File: src/hdl/qoi_pkg.sv
// Shared types, constants and the header byte table for the YUV-fed QOI encoder.
// Used by every module of the block except qoi_ram; depends on nothing.
`default_nettype none

package qoi_pkg;

  // Index table geometry
  localparam int unsigned IDX_DEPTH = 64;
  localparam int unsigned IDX_AW    = 6;

  // Op codes and limits of the encoded stream
  localparam logic [7:0] OP_DIFF  = 8'h40;
  localparam logic [7:0] OP_LUMA  = 8'h80;
  localparam logic [7:0] OP_RUN   = 8'hC0;
  localparam logic [7:0] OP_RGB   = 8'hFE;
  localparam logic [5:0] RUN_CAP  = 6'd62;
  localparam int unsigned HASH_BIAS = 255 * 11;

  // Frame framing sizes
  localparam logic [3:0] HDR_LAST = 4'd13;
  localparam logic [3:0] TRL_LAST = 4'd7;
  localparam logic [7:0] TRL_END  = 8'h01;

  // Configuration register map
  localparam int unsigned CFG_IDX_W = 2;
  localparam logic [CFG_IDX_W-1:0] REG_IMAGE_WIDTH  = 2'd0;
  localparam logic [CFG_IDX_W-1:0] REG_IMAGE_HEIGHT = 2'd1;
  localparam logic [15:0] IMAGE_WIDTH_RST  = 16'd320;
  localparam logic [15:0] IMAGE_HEIGHT_RST = 16'd240;

  // One input word: a sampled pixel
  typedef struct packed {
    logic [7:0] luma;
    logic [7:0] chroma_u;
    logic [7:0] chroma_v;
    logic       end_of_frame;
  } pix_in_t;

  // One output word: a stream byte
  typedef struct packed {
    logic [7:0] out_byte;
    logic       last_of_item;
    logic       end_of_stream;
  } code_out_t;

  // Work for the byte sequencer: header, up to five body bytes, trailer
  typedef struct packed {
    logic            hdr;
    logic            eof;
    logic [2:0]      body_n;
    logic [4:0][7:0] body;
  } cmd_t;

  // Header byte at a given position: magic, width, height, channels, colorspace
  function automatic logic [7:0] hdr_byte(input logic [3:0] idx, input logic [15:0] w,
                                          input logic [15:0] h);
    logic [7:0] b;
    unique case (idx)
      4'd0:    b = 8'h71;
      4'd1:    b = 8'h6F;
      4'd2:    b = 8'h69;
      4'd3:    b = 8'h66;
      4'd6:    b = w[15:8];
      4'd7:    b = w[7:0];
      4'd10:   b = h[15:8];
      4'd11:   b = h[7:0];
      4'd12:   b = 8'h03;
      default: b = 8'h00;
    endcase
    return b;
  endfunction

endpackage

`default_nettype wire

File: src/hdl/qoi_ram.sv
// Generic single-write, single-read RAM with registered read data.
// No dependencies.
`default_nettype none

module qoi_ram #(
  parameter int unsigned WIDTH = 24,
  parameter int unsigned DEPTH = 64
) (
  input  wire logic                     clk,
  input  wire logic                     we,
  input  wire logic [$clog2(DEPTH)-1:0] waddr,
  input  wire logic [WIDTH-1:0]         wdata,
  input  wire logic                     re,
  input  wire logic [$clog2(DEPTH)-1:0] raddr,
  output logic      [WIDTH-1:0]         rdata
);

  logic [WIDTH-1:0] mem [DEPTH];

  // Write port
  always_ff @(posedge clk) begin
    if (we) begin
      mem[waddr] <= wdata;
    end
  end

  // Registered read port, returns old data on a same-address write
  always_ff @(posedge clk) begin
    if (re) begin
      rdata <= mem[raddr];
    end
  end

endmodule

`default_nettype wire

File: src/hdl/qoi_front.sv
// Front end: YUV to RGB conversion pipeline and per-pixel op classification.
// Depends on qoi_pkg and qoi_ram (index table colours).
`default_nettype none

module qoi_front import qoi_pkg::*; (
  input  wire logic    clk,
  input  wire logic    rst,
  input  wire logic    pix_valid,
  output logic         pix_ready,
  input  wire pix_in_t pix,
  output logic         cmd_push,
  output cmd_t         cmd,
  input  wire logic    cmd_full
);

  localparam int unsigned PW = 20;
  typedef logic signed [PW-1:0] acc_t;

  // Clamp a fixed-point sum to 0..255 after dropping eight fraction bits
  function automatic logic [7:0] clamp8(input acc_t s);
    logic [7:0] q;
    if (s[PW-1]) begin
      q = 8'd0;
    end else if (s[PW-2:16] != '0) begin
      q = 8'hFF;
    end else begin
      q = s[15:8];
    end
    return q;
  endfunction

  // Stage 1: centered samples and coefficient products
  acc_t cy, cu, cv;
  logic s1_v, s1_eof;
  acc_t s1_y, s1_rv, s1_gu, s1_gv, s1_bu;
  // Stage 2: clamped RGB
  acc_t sum_r, sum_g, sum_b;
  logic        s2_v, s2_eof;
  logic [23:0] s2_rgb;
  logic [12:0] hsum;
  logic [IDX_AW-1:0] s2_h;
  // Stage 3: classify against prior pixel, run and index table
  logic        s3_v, s3_eof;
  logic [23:0] s3_rgb;
  logic [IDX_AW-1:0] s3_h;
  logic [23:0] ram_rdata;
  logic        byp_v;
  logic [IDX_AW-1:0] byp_h;
  logic [23:0] byp_rgb;
  // Frame state
  logic        in_frame;
  logic [23:0] prior_rgb;
  logic [5:0]  run_len;
  logic [IDX_DEPTH-1:0] idx_valid, idx_valid_next;
  // Flow control
  logic s1_free, s2_free, s3_free, s3_commit, ram_re;
  // Classification results
  logic        fs, eq, hit, has_out, idx_we;
  logic [23:0] prior, idx_data;
  logic [5:0]  run, run_inc, run_next;
  logic signed [8:0] dr, dg, db;
  logic signed [9:0] rg, bg;
  logic [3:0][7:0] op;
  logic [2:0]  op_n;
  cmd_t        cmd_c;

  // Pipeline handshake
  assign s3_free   = !s3_v || s3_commit;
  assign s2_free   = !s2_v || s3_free;
  assign s1_free   = !s1_v || s2_free;
  assign pix_ready = s1_free;
  assign ram_re    = s2_v && s3_free;

  // Center samples and form products
  assign cy = acc_t'({1'b0, pix.luma}) - acc_t'(16);
  assign cu = acc_t'({1'b0, pix.chroma_u}) - acc_t'(128);
  assign cv = acc_t'({1'b0, pix.chroma_v}) - acc_t'(128);

  always_ff @(posedge clk) begin
    if (rst) begin
      s1_v <= 1'b0;
    end else if (s1_free) begin
      s1_v <= pix_valid;
    end
  end

  always_ff @(posedge clk) begin
    if (s1_free && pix_valid) begin
      s1_y   <= cy * acc_t'(298);
      s1_rv  <= cv * acc_t'(409);
      s1_gu  <= cu * acc_t'(100);
      s1_gv  <= cv * acc_t'(208);
      s1_bu  <= cu * acc_t'(516);
      s1_eof <= pix.end_of_frame;
    end
  end

  // Sum, round and clamp each channel
  assign sum_r = s1_y + s1_rv + acc_t'(128);
  assign sum_g = s1_y - s1_gu - s1_gv + acc_t'(128);
  assign sum_b = s1_y + s1_bu + acc_t'(128);

  always_ff @(posedge clk) begin
    if (rst) begin
      s2_v <= 1'b0;
    end else if (s2_free) begin
      s2_v <= s1_v;
    end
  end

  always_ff @(posedge clk) begin
    if (s2_free && s1_v) begin
      s2_rgb <= {clamp8(sum_r), clamp8(sum_g), clamp8(sum_b)};
      s2_eof <= s1_eof;
    end
  end

  // Hash the colour and fetch its index entry on the way into stage 3
  assign hsum = 13'(s2_rgb[23:16]) * 13'd3 + 13'(s2_rgb[15:8]) * 13'd5
              + 13'(s2_rgb[7:0]) * 13'd7 + 13'(HASH_BIAS);
  assign s2_h = hsum[IDX_AW-1:0];

  always_ff @(posedge clk) begin
    if (rst) begin
      s3_v <= 1'b0;
    end else if (s3_free) begin
      s3_v <= s2_v;
    end
  end

  always_ff @(posedge clk) begin
    if (ram_re) begin
      s3_rgb <= s2_rgb;
      s3_h   <= s2_h;
      s3_eof <= s2_eof;
    end
  end

  qoi_ram #(
    .WIDTH (24),
    .DEPTH (IDX_DEPTH)
  ) u_idx_ram (
    .clk   (clk),
    .we    (idx_we),
    .waddr (s3_h),
    .wdata (s3_rgb),
    .re    (ram_re),
    .raddr (s2_h),
    .rdata (ram_rdata)
  );

  // Classify the pixel and build its byte list
  always_comb begin
    fs       = !in_frame;
    prior    = fs ? 24'd0 : prior_rgb;
    run      = fs ? 6'd0 : run_len;
    run_inc  = run + 6'd1;
    eq       = (s3_rgb == prior);
    idx_data = (byp_v && byp_h == s3_h) ? byp_rgb : ram_rdata;
    hit      = !fs && idx_valid[s3_h] && (idx_data == s3_rgb);

    dr = signed'({1'b0, s3_rgb[23:16]}) - signed'({1'b0, prior[23:16]});
    dg = signed'({1'b0, s3_rgb[15:8]})  - signed'({1'b0, prior[15:8]});
    db = signed'({1'b0, s3_rgb[7:0]})   - signed'({1'b0, prior[7:0]});
    rg = 10'(dr) - 10'(dg);
    bg = 10'(db) - 10'(dg);

    op   = '0;
    op_n = 3'd0;
    if (hit) begin
      op[0] = {2'b00, s3_h};
      op_n  = 3'd1;
    end else if (dr >= -9'sd2 && dr <= 9'sd1 && dg >= -9'sd2 && dg <= 9'sd1 &&
                 db >= -9'sd2 && db <= 9'sd1) begin
      op[0] = OP_DIFF | {2'b00, 2'(dr + 9'sd2), 2'(dg + 9'sd2), 2'(db + 9'sd2)};
      op_n  = 3'd1;
    end else if (dg >= -9'sd32 && dg <= 9'sd31 && rg >= -10'sd8 && rg <= 10'sd7 &&
                 bg >= -10'sd8 && bg <= 10'sd7) begin
      op[0] = OP_LUMA | {2'b00, 6'(dg + 9'sd32)};
      op[1] = {4'(rg + 10'sd8), 4'(bg + 10'sd8)};
      op_n  = 3'd2;
    end else begin
      op[0] = OP_RGB;
      op[1] = s3_rgb[23:16];
      op[2] = s3_rgb[15:8];
      op[3] = s3_rgb[7:0];
      op_n  = 3'd4;
    end

    cmd_c     = '0;
    cmd_c.hdr = fs;
    cmd_c.eof = s3_eof;
    run_next  = 6'd0;
    if (eq) begin
      // Extend the run; close it at the cap or at end of frame
      if (run_inc == RUN_CAP) begin
        cmd_c.body[0] = OP_RUN | {2'b00, RUN_CAP - 6'd1};
        cmd_c.body_n  = 3'd1;
      end else if (s3_eof) begin
        cmd_c.body[0] = OP_RUN | {2'b00, run};
        cmd_c.body_n  = 3'd1;
      end else begin
        run_next = run_inc;
      end
    end else if (run != 6'd0) begin
      // Flush the pending run ahead of the op
      cmd_c.body[0]   = OP_RUN | {2'b00, run - 6'd1};
      cmd_c.body[4:1] = op;
      cmd_c.body_n    = op_n + 3'd1;
    end else begin
      cmd_c.body[3:0] = op;
      cmd_c.body_n    = op_n;
    end

    has_out   = fs || s3_eof || (cmd_c.body_n != 3'd0);
    s3_commit = s3_v && (!has_out || !cmd_full);
    cmd_push  = s3_v && has_out && !cmd_full;
    idx_we    = s3_commit && !eq && !hit;

    idx_valid_next = fs ? '0 : idx_valid;
    if (idx_we) begin
      idx_valid_next[s3_h] = 1'b1;
    end
  end

  assign cmd = cmd_c;

  // Commit frame state
  always_ff @(posedge clk) begin
    if (rst) begin
      in_frame  <= 1'b0;
      prior_rgb <= '0;
      run_len   <= '0;
      idx_valid <= '0;
      byp_v     <= 1'b0;
    end else if (s3_commit) begin
      in_frame  <= !s3_eof;
      prior_rgb <= eq ? prior : s3_rgb;
      run_len   <= run_next;
      idx_valid <= idx_valid_next;
      if (idx_we) begin
        byp_v <= 1'b1;
      end
    end
  end

  // Hold the last table write for a read that raced it
  always_ff @(posedge clk) begin
    if (idx_we) begin
      byp_h   <= s3_h;
      byp_rgb <= s3_rgb;
    end
  end

  a_eof_ends_frame: assert property (@(posedge clk) disable iff (rst)
    s3_commit && s3_eof |=> !in_frame)
    else $error("frame still open after end-of-frame pixel");

  a_write_marks_valid: assert property (@(posedge clk) disable iff (rst)
    idx_we |=> idx_valid[$past(s3_h)])
    else $error("index entry written but not marked valid");

endmodule

`default_nettype wire

File: src/hdl/qoi_cmd_fifo.sv
// Short command queue between classification and the byte sequencer.
// Depends on qoi_pkg for the command type.
`default_nettype none

module qoi_cmd_fifo import qoi_pkg::*; #(
  parameter int unsigned DEPTH = 4
) (
  input  wire logic clk,
  input  wire logic rst,
  input  wire logic push,
  input  wire cmd_t push_data,
  output logic      full,
  input  wire logic pop,
  output logic      head_valid,
  output cmd_t      head
);

  localparam int unsigned AW = $clog2(DEPTH);
  localparam int unsigned CW = $clog2(DEPTH + 1);

  cmd_t          mem [DEPTH];
  logic [AW-1:0] wr_ptr, rd_ptr;
  logic [CW-1:0] count;

  assign full       = (count == CW'(DEPTH));
  assign head_valid = (count != '0);
  assign head       = mem[rd_ptr];

  // Store entry
  always_ff @(posedge clk) begin
    if (push) begin
      mem[wr_ptr] <= push_data;
    end
  end

  // Advance pointers and occupancy
  always_ff @(posedge clk) begin
    if (rst) begin
      wr_ptr <= '0;
      rd_ptr <= '0;
      count  <= '0;
    end else begin
      if (push) begin
        wr_ptr <= (wr_ptr == AW'(DEPTH - 1)) ? '0 : wr_ptr + AW'(1);
      end
      if (pop) begin
        rd_ptr <= (rd_ptr == AW'(DEPTH - 1)) ? '0 : rd_ptr + AW'(1);
      end
      if (push && !pop) begin
        count <= count + CW'(1);
      end else if (pop && !push) begin
        count <= count - CW'(1);
      end
    end
  end

  a_no_pop_empty: assert property (@(posedge clk) disable iff (rst)
    pop |-> count != '0)
    else $error("pop from empty command queue");

endmodule

`default_nettype wire

File: src/hdl/qoi_back.sv
// Back end: walks each command through header, body and trailer bytes.
// Depends on qoi_pkg; drives the registered output channel.
`default_nettype none

module qoi_back import qoi_pkg::*; (
  input  wire logic        clk,
  input  wire logic        rst,
  input  wire logic        head_valid,
  input  wire cmd_t        head,
  output logic             pop,
  input  wire logic [15:0] image_width,
  input  wire logic [15:0] image_height,
  output logic             code_valid,
  input  wire logic        code_ready,
  output code_out_t        code
);

  typedef enum logic [3:0] {
    ST_START = 4'b0001,
    ST_HDR   = 4'b0010,
    ST_BODY  = 4'b0100,
    ST_TRL   = 4'b1000
  } seq_st_t;

  seq_st_t    st, first_st, cur_st, nxt_st;
  logic [3:0] cnt, cur_cnt;
  logic [7:0] body_b, cur_b;
  logic       done, emit;

  // Pick the opening phase of a fresh command
  always_comb begin
    if (head.hdr) begin
      first_st = ST_HDR;
    end else if (head.body_n != 3'd0) begin
      first_st = ST_BODY;
    end else begin
      first_st = ST_TRL;
    end
    cur_st  = (st == ST_START) ? first_st : st;
    cur_cnt = (st == ST_START) ? 4'd0 : cnt;
  end

  // Body byte select
  always_comb begin
    unique case (cur_cnt[2:0])
      3'd0:    body_b = head.body[0];
      3'd1:    body_b = head.body[1];
      3'd2:    body_b = head.body[2];
      3'd3:    body_b = head.body[3];
      3'd4:    body_b = head.body[4];
      default: body_b = 8'h00;
    endcase
  end

  // Current byte and the position after it
  always_comb begin
    cur_b  = 8'h00;
    nxt_st = cur_st;
    done   = 1'b0;
    unique case (cur_st)
      ST_HDR: begin
        cur_b = hdr_byte(cur_cnt, image_width, image_height);
        if (cur_cnt == HDR_LAST) begin
          if (head.body_n != 3'd0) begin
            nxt_st = ST_BODY;
          end else if (head.eof) begin
            nxt_st = ST_TRL;
          end else begin
            done = 1'b1;
          end
        end
      end
      ST_BODY: begin
        cur_b = body_b;
        if (cur_cnt[2:0] == head.body_n - 3'd1) begin
          if (head.eof) begin
            nxt_st = ST_TRL;
          end else begin
            done = 1'b1;
          end
        end
      end
      ST_TRL: begin
        cur_b = (cur_cnt == TRL_LAST) ? TRL_END : 8'h00;
        done  = (cur_cnt == TRL_LAST);
      end
      default: begin
        cur_b = 8'h00;
      end
    endcase
  end

  assign emit = head_valid && (!code_valid || code_ready);
  assign pop  = emit && done;

  // Advance the sequencer
  always_ff @(posedge clk) begin
    if (rst) begin
      st  <= ST_START;
      cnt <= 4'd0;
    end else if (emit) begin
      if (done) begin
        st  <= ST_START;
        cnt <= 4'd0;
      end else if (nxt_st != cur_st) begin
        st  <= nxt_st;
        cnt <= 4'd0;
      end else begin
        st  <= cur_st;
        cnt <= cur_cnt + 4'd1;
      end
    end
  end

  // Output register
  always_ff @(posedge clk) begin
    if (rst) begin
      code_valid <= 1'b0;
    end else if (emit) begin
      code_valid <= 1'b1;
    end else if (code_ready) begin
      code_valid <= 1'b0;
    end
  end

  always_ff @(posedge clk) begin
    if (emit) begin
      code.out_byte      <= cur_b;
      code.last_of_item  <= done;
      code.end_of_stream <= done && (cur_st == ST_TRL);
    end
  end

  a_eos_is_last: assert property (@(posedge clk) disable iff (rst)
    code_valid && code.end_of_stream |-> code.last_of_item)
    else $error("end of stream not on the last byte of its pixel");

  a_pop_on_final: assert property (@(posedge clk) disable iff (rst)
    pop |=> code_valid && code.last_of_item)
    else $error("command dropped before its final byte");

endmodule

`default_nettype wire

File: src/hdl/qoi_encoder_from_yuv.sv
// Path: the first byte of a pixel passes the three conversion/classify stages, the queue
// write and the output register.
// Throughput: one pixel per cycle in while the command queue has room, one byte per cycle
// out while code_ready is high. A pixel causes 0 to 5 bytes for run flush and op (4 for a
// full RGB op), plus 14 header bytes on a frame's first pixel and 8 trailer bytes on its last.
// Reset (rst, synchronous): pipeline, queue and frame state empty; width 320, height 240.
`default_nettype none

module qoi_encoder_from_yuv import qoi_pkg::*; #(
  parameter int unsigned CMD_DEPTH = 4
) (
  input  wire logic                 clk,
  input  wire logic                 rst,
  input  wire logic                 pix_valid,
  output logic                      pix_ready,
  input  wire pix_in_t              pix,
  output logic                      code_valid,
  input  wire logic                 code_ready,
  output code_out_t                 code,
  input  wire logic                 cfg_valid,
  output logic                      cfg_ready,
  input  wire logic [CFG_IDX_W-1:0] cfg_index,
  input  wire logic [15:0]          cfg_data
);

  logic [15:0] image_width, image_height;
  logic        cmd_push, cmd_full, cmd_pop, head_valid;
  cmd_t        cmd, head;

  // Configuration registers
  assign cfg_ready = 1'b1;

  always_ff @(posedge clk) begin
    if (rst) begin
      image_width  <= IMAGE_WIDTH_RST;
      image_height <= IMAGE_HEIGHT_RST;
    end else if (cfg_valid) begin
      if (cfg_index == REG_IMAGE_WIDTH) begin
        image_width <= cfg_data;
      end else if (cfg_index == REG_IMAGE_HEIGHT) begin
        image_height <= cfg_data;
      end
    end
  end

  qoi_front u_front (
    .clk       (clk),
    .rst       (rst),
    .pix_valid (pix_valid),
    .pix_ready (pix_ready),
    .pix       (pix),
    .cmd_push  (cmd_push),
    .cmd       (cmd),
    .cmd_full  (cmd_full)
  );

  qoi_cmd_fifo #(
    .DEPTH (CMD_DEPTH)
  ) u_fifo (
    .clk        (clk),
    .rst        (rst),
    .push       (cmd_push),
    .push_data  (cmd),
    .full       (cmd_full),
    .pop        (cmd_pop),
    .head_valid (head_valid),
    .head       (head)
  );

  qoi_back u_back (
    .clk          (clk),
    .rst          (rst),
    .head_valid   (head_valid),
    .head         (head),
    .pop          (cmd_pop),
    .image_width  (image_width),
    .image_height (image_height),
    .code_valid   (code_valid),
    .code_ready   (code_ready),
    .code         (code)
  );

endmodule

`default_nettype wire
File: config.mk
export PLATFORM = sky130hd
export DESIGN_NAME = qoi_encoder_from_yuv
export DESIGN_NICKNAME = d
export VERILOG_FILES = /design/src/hdl/qoi_pkg.sv /design/src/hdl/qoi_ram.sv /design/src/hdl/qoi_front.sv /design/src/hdl/qoi_cmd_fifo.sv /design/src/hdl/qoi_back.sv /design/src/hdl/qoi_encoder_from_yuv.sv
export SDC_FILE = /design/constraint.sdc
export NUM_CORES = 2
export LEC_CHECK = 0
export BUFFER_PORTS_ARGS = -buffer_cell sky130_fd_sc_hd__buf_4
export CAP_MARGIN = 20
export CORE_MARGIN = 3
export CORE_UTILIZATION = 35
export DETAILED_ROUTE_END_ITERATION = 10
export PLACE_DENSITY = 0.56
export SYNTH_ARGS = -nofsm -noshare
export SYNTH_HDL_FRONTEND = slang
export SYNTH_SLANG_ARGS = --single-unit
File: constraint.sdc
create_clock -name clk -period 22.4 [get_ports clk]
set_input_delay 2.24 -clock clk [delete_from_list [all_inputs] [get_ports clk]]
set_output_delay 2.24 -clock clk [all_outputs]
set_load 0.005 [all_outputs]
Word-level counts from Yosys, hierarchy flattened:

Memories as Yosys holds them, arrays and structs flattened. A register that Yosys moved wholly into a read port is not among the register bits.
Cells that the tools add are included.

* bits in writable memories: 1716
* memories: 2
* output and inout port bits: 13
* register bits after elaboration: 335
* bits of input ports: 48
* word-level logic and storage cells: 250

* bitwise operators: 2
* equal/unequal tests: 27
* magnitude comparators: 14
* multipliers: 8
* reduce and logical (&&, ||, !) cells: 61
* add/sub/neg operators: 33
* multiplexer cells: 69

Memories
* u_front.u_idx_ram.mem: words 64, width 24, rd ports 1, clocked after memory_dff 1, wr ports 1, RTL line qoi_ram.sv:18 `logic [WIDTH-1:0] mem [DEPTH];`
* u_fifo.mem: words 4, width 45, rd ports 1, clocked after memory_dff 1, wr ports 1, RTL line qoi_cmd_fifo.sv:21 `cmd_t mem [DEPTH];`

Operator list (count)
* 2-to-1 mux 64 bit: 2
* 2-to-1 mux 24 bit: 5
* 2-to-1 mux 8 bit: 9
* case mux 8 bit (9 select lines): 1
* 2-to-1 mux 32 bit: 2
* OR 64 bit: 1
* adder 20 x 9 -> 20 bit, second input constant: 3
* == test 24 bit: 2
* 2-to-1 mux 4 bit: 12
* adder 20 bit: 2
* case mux 8 bit (5 select lines): 1
* subtractor 20 bit: 2
* 2-to-1 mux 16 bit: 2
* >= comparator 9 x 2 -> 1 bit, second input constant: 3
* less-or-equal comparator 9 x 2 -> 1 bit, second input constant: 3
* logical AND 1 bit: 27
* subtractor 8 x 8 -> 9 bit: 3
* 2-to-1 mux 3 bit: 8
* 2-to-1 mux 6 bit: 4
* case mux 8 bit (3 select lines): 1
* == test 4 bit, second input constant: 5
* >= comparator 10 x 4 -> 1 bit, second input constant: 2
* less-or-equal comparator 10 x 4 -> 1 bit, second input constant: 2
* multiplier 20 x 10 -> 20 bit, second input constant: 1
* 52 further kinds: 111

Logic depth before layout (Yosys ltp):

* depth after elaboration: 23
* mapped depth: 34
* gate-level depth less buffers: 30

Cells and area by module:

Synthesis repeated with hierarchy kept, for this count alone.

* cells, all modules: 5360
* area total of the unflattened synthesis: 90953.5 um^2

Modules (own cells, without submodules)
* qoi_ram: area an instance 59535.8 um^2, instances 1, seq. area each 46844.9 um^2, cells an instance 2610
* qoi_front: area an instance 21354.2 um^2, instances 1, seq. area each 6966.7 um^2, cells an instance 2122
* qoi_cmd_fifo: area an instance 6995.5 um^2, instances 1, seq. area each 5585.4 um^2, cells an instance 279
* qoi_back: area an instance 1731.7 um^2, instances 1, seq. area each 480.5 um^2, cells an instance 219
* qoi_encoder_from_yuv: area an instance 1336.3 um^2, instances 1, seq. area each 640.6 um^2, cells an instance 130

Least setup slack after synthesis:

Ideal clock, no wire load.

* kind: flip-flop to flip-flop
* start point: reg u_front.s3_rgb[8]
* end point: reg u_front.s1_bu[10] (enable)
* buffers on the path: 2
* setup time: 452 ps
* arrival time: 8016 ps
* clock period less this slack: 8468 ps
* cell stages (with the launch flop): 27
* path slack: 13932 ps
* required time: 21948 ps
* cell sequence: edfxtp_1 > inv_1 > ha_1 > fa_1 > nor2b_1 > o21ai_0 > nand2b_1 > xnor2_1 > ha_1 > o21a_1 > o31a_1 > or2_2 > a211oi_1 > nor2_1 > xnor2_1 > or4b_1 > o32ai_2 > o21ai_1 > buf_2 > buf_2 > nor2_1 > ha_1 > nand2_1 > nor3b_2 > nor3_1 > o211ai_1 > o21a_1

* word-level cells in the longest chain between the ends: 22
* elaborated cells between the ends (all ways): 38
* classes of those cells: 4 x add/sub; 8 x order compare; 2 x eq/ne; 5 x mux; 19 x reduce/logical

RTL lines
* start: declaration: RTL line qoi_front.sv:44 `logic [23:0] s3_rgb;`
* start signal: assignment: RTL line qoi_front.sv:133 `s3_rgb <= s2_rgb;`
* subtractor 8 x 8 -> 9 bit: RTL line qoi_front.sv:163 `dg = signed'({1'b0, s3_rgb[15:8]}) - signed'({1'b0, prior[15:8]});`
* subtractor 9 x 9 -> 10 bit (tied with other cells): RTL line qoi_front.sv:165 `rg = 10'(dr) - 10'(dg);`
* >= comparator 10 x 4 -> 1 bit / logical AND 1 bit (equally long branches): RTL line qoi_front.sv:177 `end else if (dg >= -9'sd32 && dg <= 9'sd31 && rg >= -10'sd8 && rg <= 10'sd7 &&`
* logical AND 1 bit (3 in a row): RTL line qoi_front.sv:177
* logical AND 1 bit: RTL line qoi_front.sv:178 `bg >= -10'sd8 && bg <= 10'sd7) begin`
* 2-to-1 mux 3 bit: RTL line qoi_front.sv:177
* 2-to-1 mux 3 bit: RTL line qoi_front.sv:173 `end else if (dr >= -9'sd2 && dr <= 9'sd1 && dg >= -9'sd2 && dg <= 9'sd1 &&`
* 2-to-1 mux 3 bit: RTL line qoi_front.sv:170 `if (hit) begin`
* (+4 left out)
* logical OR 1 bit (*): RTL line qoi_front.sv:215 `has_out = fs || s3_eof || (cmd_c.body_n != 3'd0);`
* logical NOT 1 bit (*): RTL line qoi_front.sv:216 `s3_commit = s3_v && (!has_out || !cmd_full);`
* logical OR 1 bit (*): RTL line qoi_front.sv:216
* logical AND 1 bit (*): RTL line qoi_front.sv:216
* logical OR 1 bit (*): RTL line qoi_front.sv:68 `assign s3_free = !s3_v || s3_commit;`
* logical OR 1 bit (*): RTL line qoi_front.sv:69 `assign s2_free = !s2_v || s3_free;`
* logical OR 1 bit (*): RTL line qoi_front.sv:70 `assign s1_free = !s1_v || s2_free;`
* logical AND 1 bit (*): RTL line qoi_front.sv:88 `if (s1_free && pix_valid) begin`
* end signal: assignment: RTL line qoi_front.sv:93 `s1_bu <= cu * acc_t'(516);`
* end: declaration: RTL line qoi_front.sv:35 `acc_t s1_y, s1_rv, s1_gu, s1_gv, s1_bu;`

Every way passes the cells marked *; elsewhere a longest branch is shown, timed or not.
A chain may end at the register's enable or synchronous reset.

Worst setup path in the final report:

* start point: reg u_front.s3_rgb[9]
* end point: out pix_ready

* word-level cells in the longest chain between the ends: 21
* elaborated cells between the ends (all ways): 37
* classes of those cells: 4 x add/sub; 8 x order compare; 2 x eq/ne; 5 x mux; 18 x reduce/logical

RTL lines
* subtractor 8 x 8 -> 9 bit: RTL line qoi_front.sv:163
* subtractor 9 x 9 -> 10 bit (tied with other cells): RTL line qoi_front.sv:165
* >= comparator 10 x 4 -> 1 bit / logical AND 1 bit (equally long branches): RTL line qoi_front.sv:177
* logical AND 1 bit (3 in a row): RTL line qoi_front.sv:177
* logical AND 1 bit: RTL line qoi_front.sv:178
* 2-to-1 mux 3 bit: RTL line qoi_front.sv:177
* 2-to-1 mux 3 bit: RTL line qoi_front.sv:173
* 2-to-1 mux 3 bit: RTL line qoi_front.sv:170
* (+3 left out)
* nonzero test 3 bit (*): RTL line qoi_front.sv:215
* logical OR 1 bit (*): RTL line qoi_front.sv:215
* logical NOT 1 bit (*): RTL line qoi_front.sv:216
* logical OR 1 bit (*): RTL line qoi_front.sv:216
* logical AND 1 bit (*): RTL line qoi_front.sv:216
* logical OR 1 bit (*): RTL line qoi_front.sv:68
* logical OR 1 bit (*): RTL line qoi_front.sv:69
* logical OR 1 bit (*): RTL line qoi_front.sv:70
* end: declaration: RTL line qoi_encoder_from_yuv.sv:15 `output logic pix_ready,`

Marked as above.

==> results by group <==
Clocking
  – TritonCTS buffer count: about 210
  – Post-CTS Hold Fix Bufs: 0
  – Clk pin slew, worst setup/hold paths: approximately 0.060 ns
  – CTS tree: yes
  – Max Buffers Root-to-Sink: 3
  – Number of post-CTS setup repair buffers: 0
  – CTS H-tree lvls: 4
  – Clock Latency Late Sink: ~0.85 ns
  – Root Driver: clkbuf_16
  – Clk sinks: 2072
  – Post-cts sizing count: 0

Cells and area
  – Most frequent cells in the layout: 1923 x edfxtp_1, 561 x mux4_2, 322 x ha_1
  – Nets: about 5.7k
  – Area delta synth->final: 13.4%
  – Most common cell after layout, fill and taps aside: edfxtp_1
  – Final core occ: 40.0%
  – Non-filler cells, final: 8850
  – Layout cells sized above 1: about 22%

Setup path
  – Startpoint Class: register
  – CP max FO: 70
  – Worst path top cell family by delay: compound AO/OA/AOI/OAI gates
  – Most frequent CP cell: buf_4
  – Req. time, crit path: roughly 20 ns
  – Slowest CP cell: buf_4
  – WS Path Type: register to output pin
  – Worst path cell trace: buf_4, inv_1, fa_1, xor2_1, ha_1, o21a_1, o31a_1, o21ai_0, nor2b_1, xnor3_1, a2111oi_0, o211ai_1, mux2i_1, o21ai_1, buf_4, nor2_1, ha_1, a21oi_2, nor3_1, o211ai_1, or2_2, buf_4
  – Crit path buf inv count: 4
  – Crit path DAT: between 7 and 8 ns
  – Slowest Stage Delay on Critical Path: about 0.69 ns
  – Setup crit end kind: output pin

Route
  – M1 wire length: about 110000 um
  – Drt wl/cell: around 26 um
  – Met2 wire len: 109000 um
  – Vias/cell: roughly 5.4
  – Highest metal used: met4
  – Detailed-route wire length: ~230000 um
  – DR iter-0 viols: ~4.8k
  – DRC viols: 0
  – DR pass1 iterations: 7
  – ANT nets after route: 0
  – Met3 WL: 12800 um
  – DR vias: around 48k

Floorplanning
  – Chip Height: ~500 um
  – Initial core utilization: 35.3%
  – FP Rows: about 190
  – Die area: around 0.27 mm2
  – I/O Pins: between 60 and 70
  – Core footprint: between 0.2 and 0.3 mm2
  – Die W: a little over 500 um

Logic synthesis
  – Top cells by area, synth: edfxtp_1 64%, mux4_2 14%, ha_1 4.5%, dfxtp_1 3.3%, fa_1 1.7%
  – Yosys top cell area share: a little under two thirds
  – Post-Syn Nets: approximately 5.5k
  – Synthesis Warnings: 0
  – Post-synthesis sequential area ratio: between 60% and 70%
  – Distinct cells, synth: roughly 100
  – Yosys top cell by area: edfxtp_1
  – Post-synthesis register bit count: a little over 2k
  – Syn Inst Count: between 5k and 6k
  – Top_reg_cell synth: edfxtp_1
  – Avg Synthesized Cell Area: approximately 18 um2
  – Post-synth EDFFs: just under 2k
  – Syn Std Cell Area: between 0.09 and 0.1 mm2
  – Asr flop ratio synth: 0%

Timing
  – Setup Skew: a little under 0.04 ns
  – Min Tclk post-route: roughly 10 ns
  – Count of pins over their slew limit: 0
  – Slew headroom: 23.3%
  – Slew @ Worst Pin: ~1.2 ns
  – Peak Freq: 99.2 MHz
  – Setup ws final: about 12 ns
  – Setup TNS: 0 ns
  – Hold Vio Cnt, Final: 0
  – RSZ-0062 raised after global routing: no
  – Setup violators final: 0
  – Final worst-path cycle share: between 40 and 50%

Global routing
  – First-pass GRT wire length: between 300000 and 400000 um
  – Antenna violations before repair: 19
  – Total gr overflow: 0
  – GR Util All Layers: 17.4%
  – Largest net degree at the start of global routing: 124
  – Vias in the first global route: 48.1k

Job
  – Total of max-cap violations: 0

Place
  – Detail Placement HPWL: approximately 140000 um
  – # port buffers: 59
  – Pre-CTS setup slack: between 10 and 15 ns
  – Gpl congestion: between 0.8 and 0.9
  – Placed cells: around 8.5k

Hold path
  – Worst Hold Class: register to register

Run status
  – Outcome: completed
==> layout make-up <==
cell class	instances	area (um2)
fill	23200	154000
sequential	2072	60700
multi-input combinational	2520	28600
clock buffer	280	5730
tap	3384	4230
timing repair buffer	211	1660
clock inverter	111	1020
inverter	269	1010
antenna	3	7.51
==> worst reg2reg max path, cell delays in order (launching register included) <==
cell	delay [ns]
edfxtp_1	0.32
buf_4	0.69
inv_1	0.35
fa_1	0.53
xor2_1	0.57
ha_1	0.39
o21a_1	0.20
o31a_1	0.11
o21ai_0	0.33
nor2b_1	0.20
xnor3_1	0.24
a2111oi_0	0.53
o211ai_1	0.16
mux2i_1	0.37
o21ai_1	0.12
buf_4	0.24
nor2_1	0.16
ha_1	0.21
nand2_1	0.10
nor3b_2	0.27
o2111a_2	0.37
o21ai_4	0.08
buf_12	0.22
nor3_4	1.25
buf_4	0.44
==> layer usage <==
metal	track usage [%]	vias up
met5	0	-
li1	-	20700
met4	3.93	0
met2	27.3	1485
met1	25.7	25200
met3	2.36	279
==> cells by family after synthesis <==
kind of cell / after synthesis / share of synthesized area [%]
xor gates and xnor gates: 163 / 1.62
adders and majority gates: 405 / 6.22
DFF: 2072 / 66.9
muxes: 602 / 14.4
AOI/OAI and AO/OA: 563 / 4.30
other: 1 / 0.00413
and+or+nand+nor: 786 / 4.45
buffers and inverters: 501 / 2.16
==> path summary, 6_finish.rpt <==
check / startpoint / endpoint / slack [ns] / cells after the start
min reg2reg: u_front.s1_eof / u_front.s2_eof / 0.42 / 0
max: u_front.s3_rgb[9] / pix_ready / 12.32 / 22
min: u_front.s1_eof / u_front.s2_eof / 0.42 / 0
max reg2reg: u_front.s3_rgb[9] / u_front.u_idx_ram.mem[63][3] / 13.62 / 24
==> Yosys cell counts, drive strengths merged, types with 12 or more instances <==
library cell / count
and2: 20
o21a: 40
xor2: 47
clkbuf: 151
dfxtp: 149
edfxtp: 1923
fa: 78
nand4: 21
a21o: 31
xnor2: 113
or3: 13
nor4: 14
ha: 325
o31ai: 56
a21oi: 149
nand3: 67
nand2: 288
a22oi: 23
o21ai: 87
mux4: 561
buf: 81
and3: 12
mux2i: 23
nor3: 110
o32ai: 27
o211ai: 14
mux2: 18
nand2b: 25
inv: 266
nor3b: 14
o21bai: 19
nor2b: 29
nor2: 126
==> sequential cells by signal (all words and copies together) (netlist names), 6 cells and up, named ones only <==
register,flops
u_front.byp_rgb,24
image_height,16
image_width,16
u_front.s1_y,19
u_front.s3_h,6
u_front.u_idx_ram.rdata,24
u_back.code,10
u_front.u_idx_ram.mem,1536
u_front.idx_valid,64
u_front.prior_rgb,24
u_front.s1_gv,14
u_front.byp_h,6
u_front.s2_rgb,24
u_front.s1_bu,15
u_front.run_len,6
u_front.s1_gu,18
u_front.s1_rv,20
u_fifo.mem,180
u_front.s3_rgb,24
==> stage by stage <==
step	cell area (um2)	hold WS, ns
2_1_floorplan	90800	0.400
3_3_place_gp	96200	0.403
3_5_place_dp	96200	0.407
4_1_cts	103000	0.421
5_1_grt	103000	0.422
6_report	103000	0.418
Power is not shown: default switching activity piles up to over one toggle a cycle in this logic, so the estimate is an artifact.
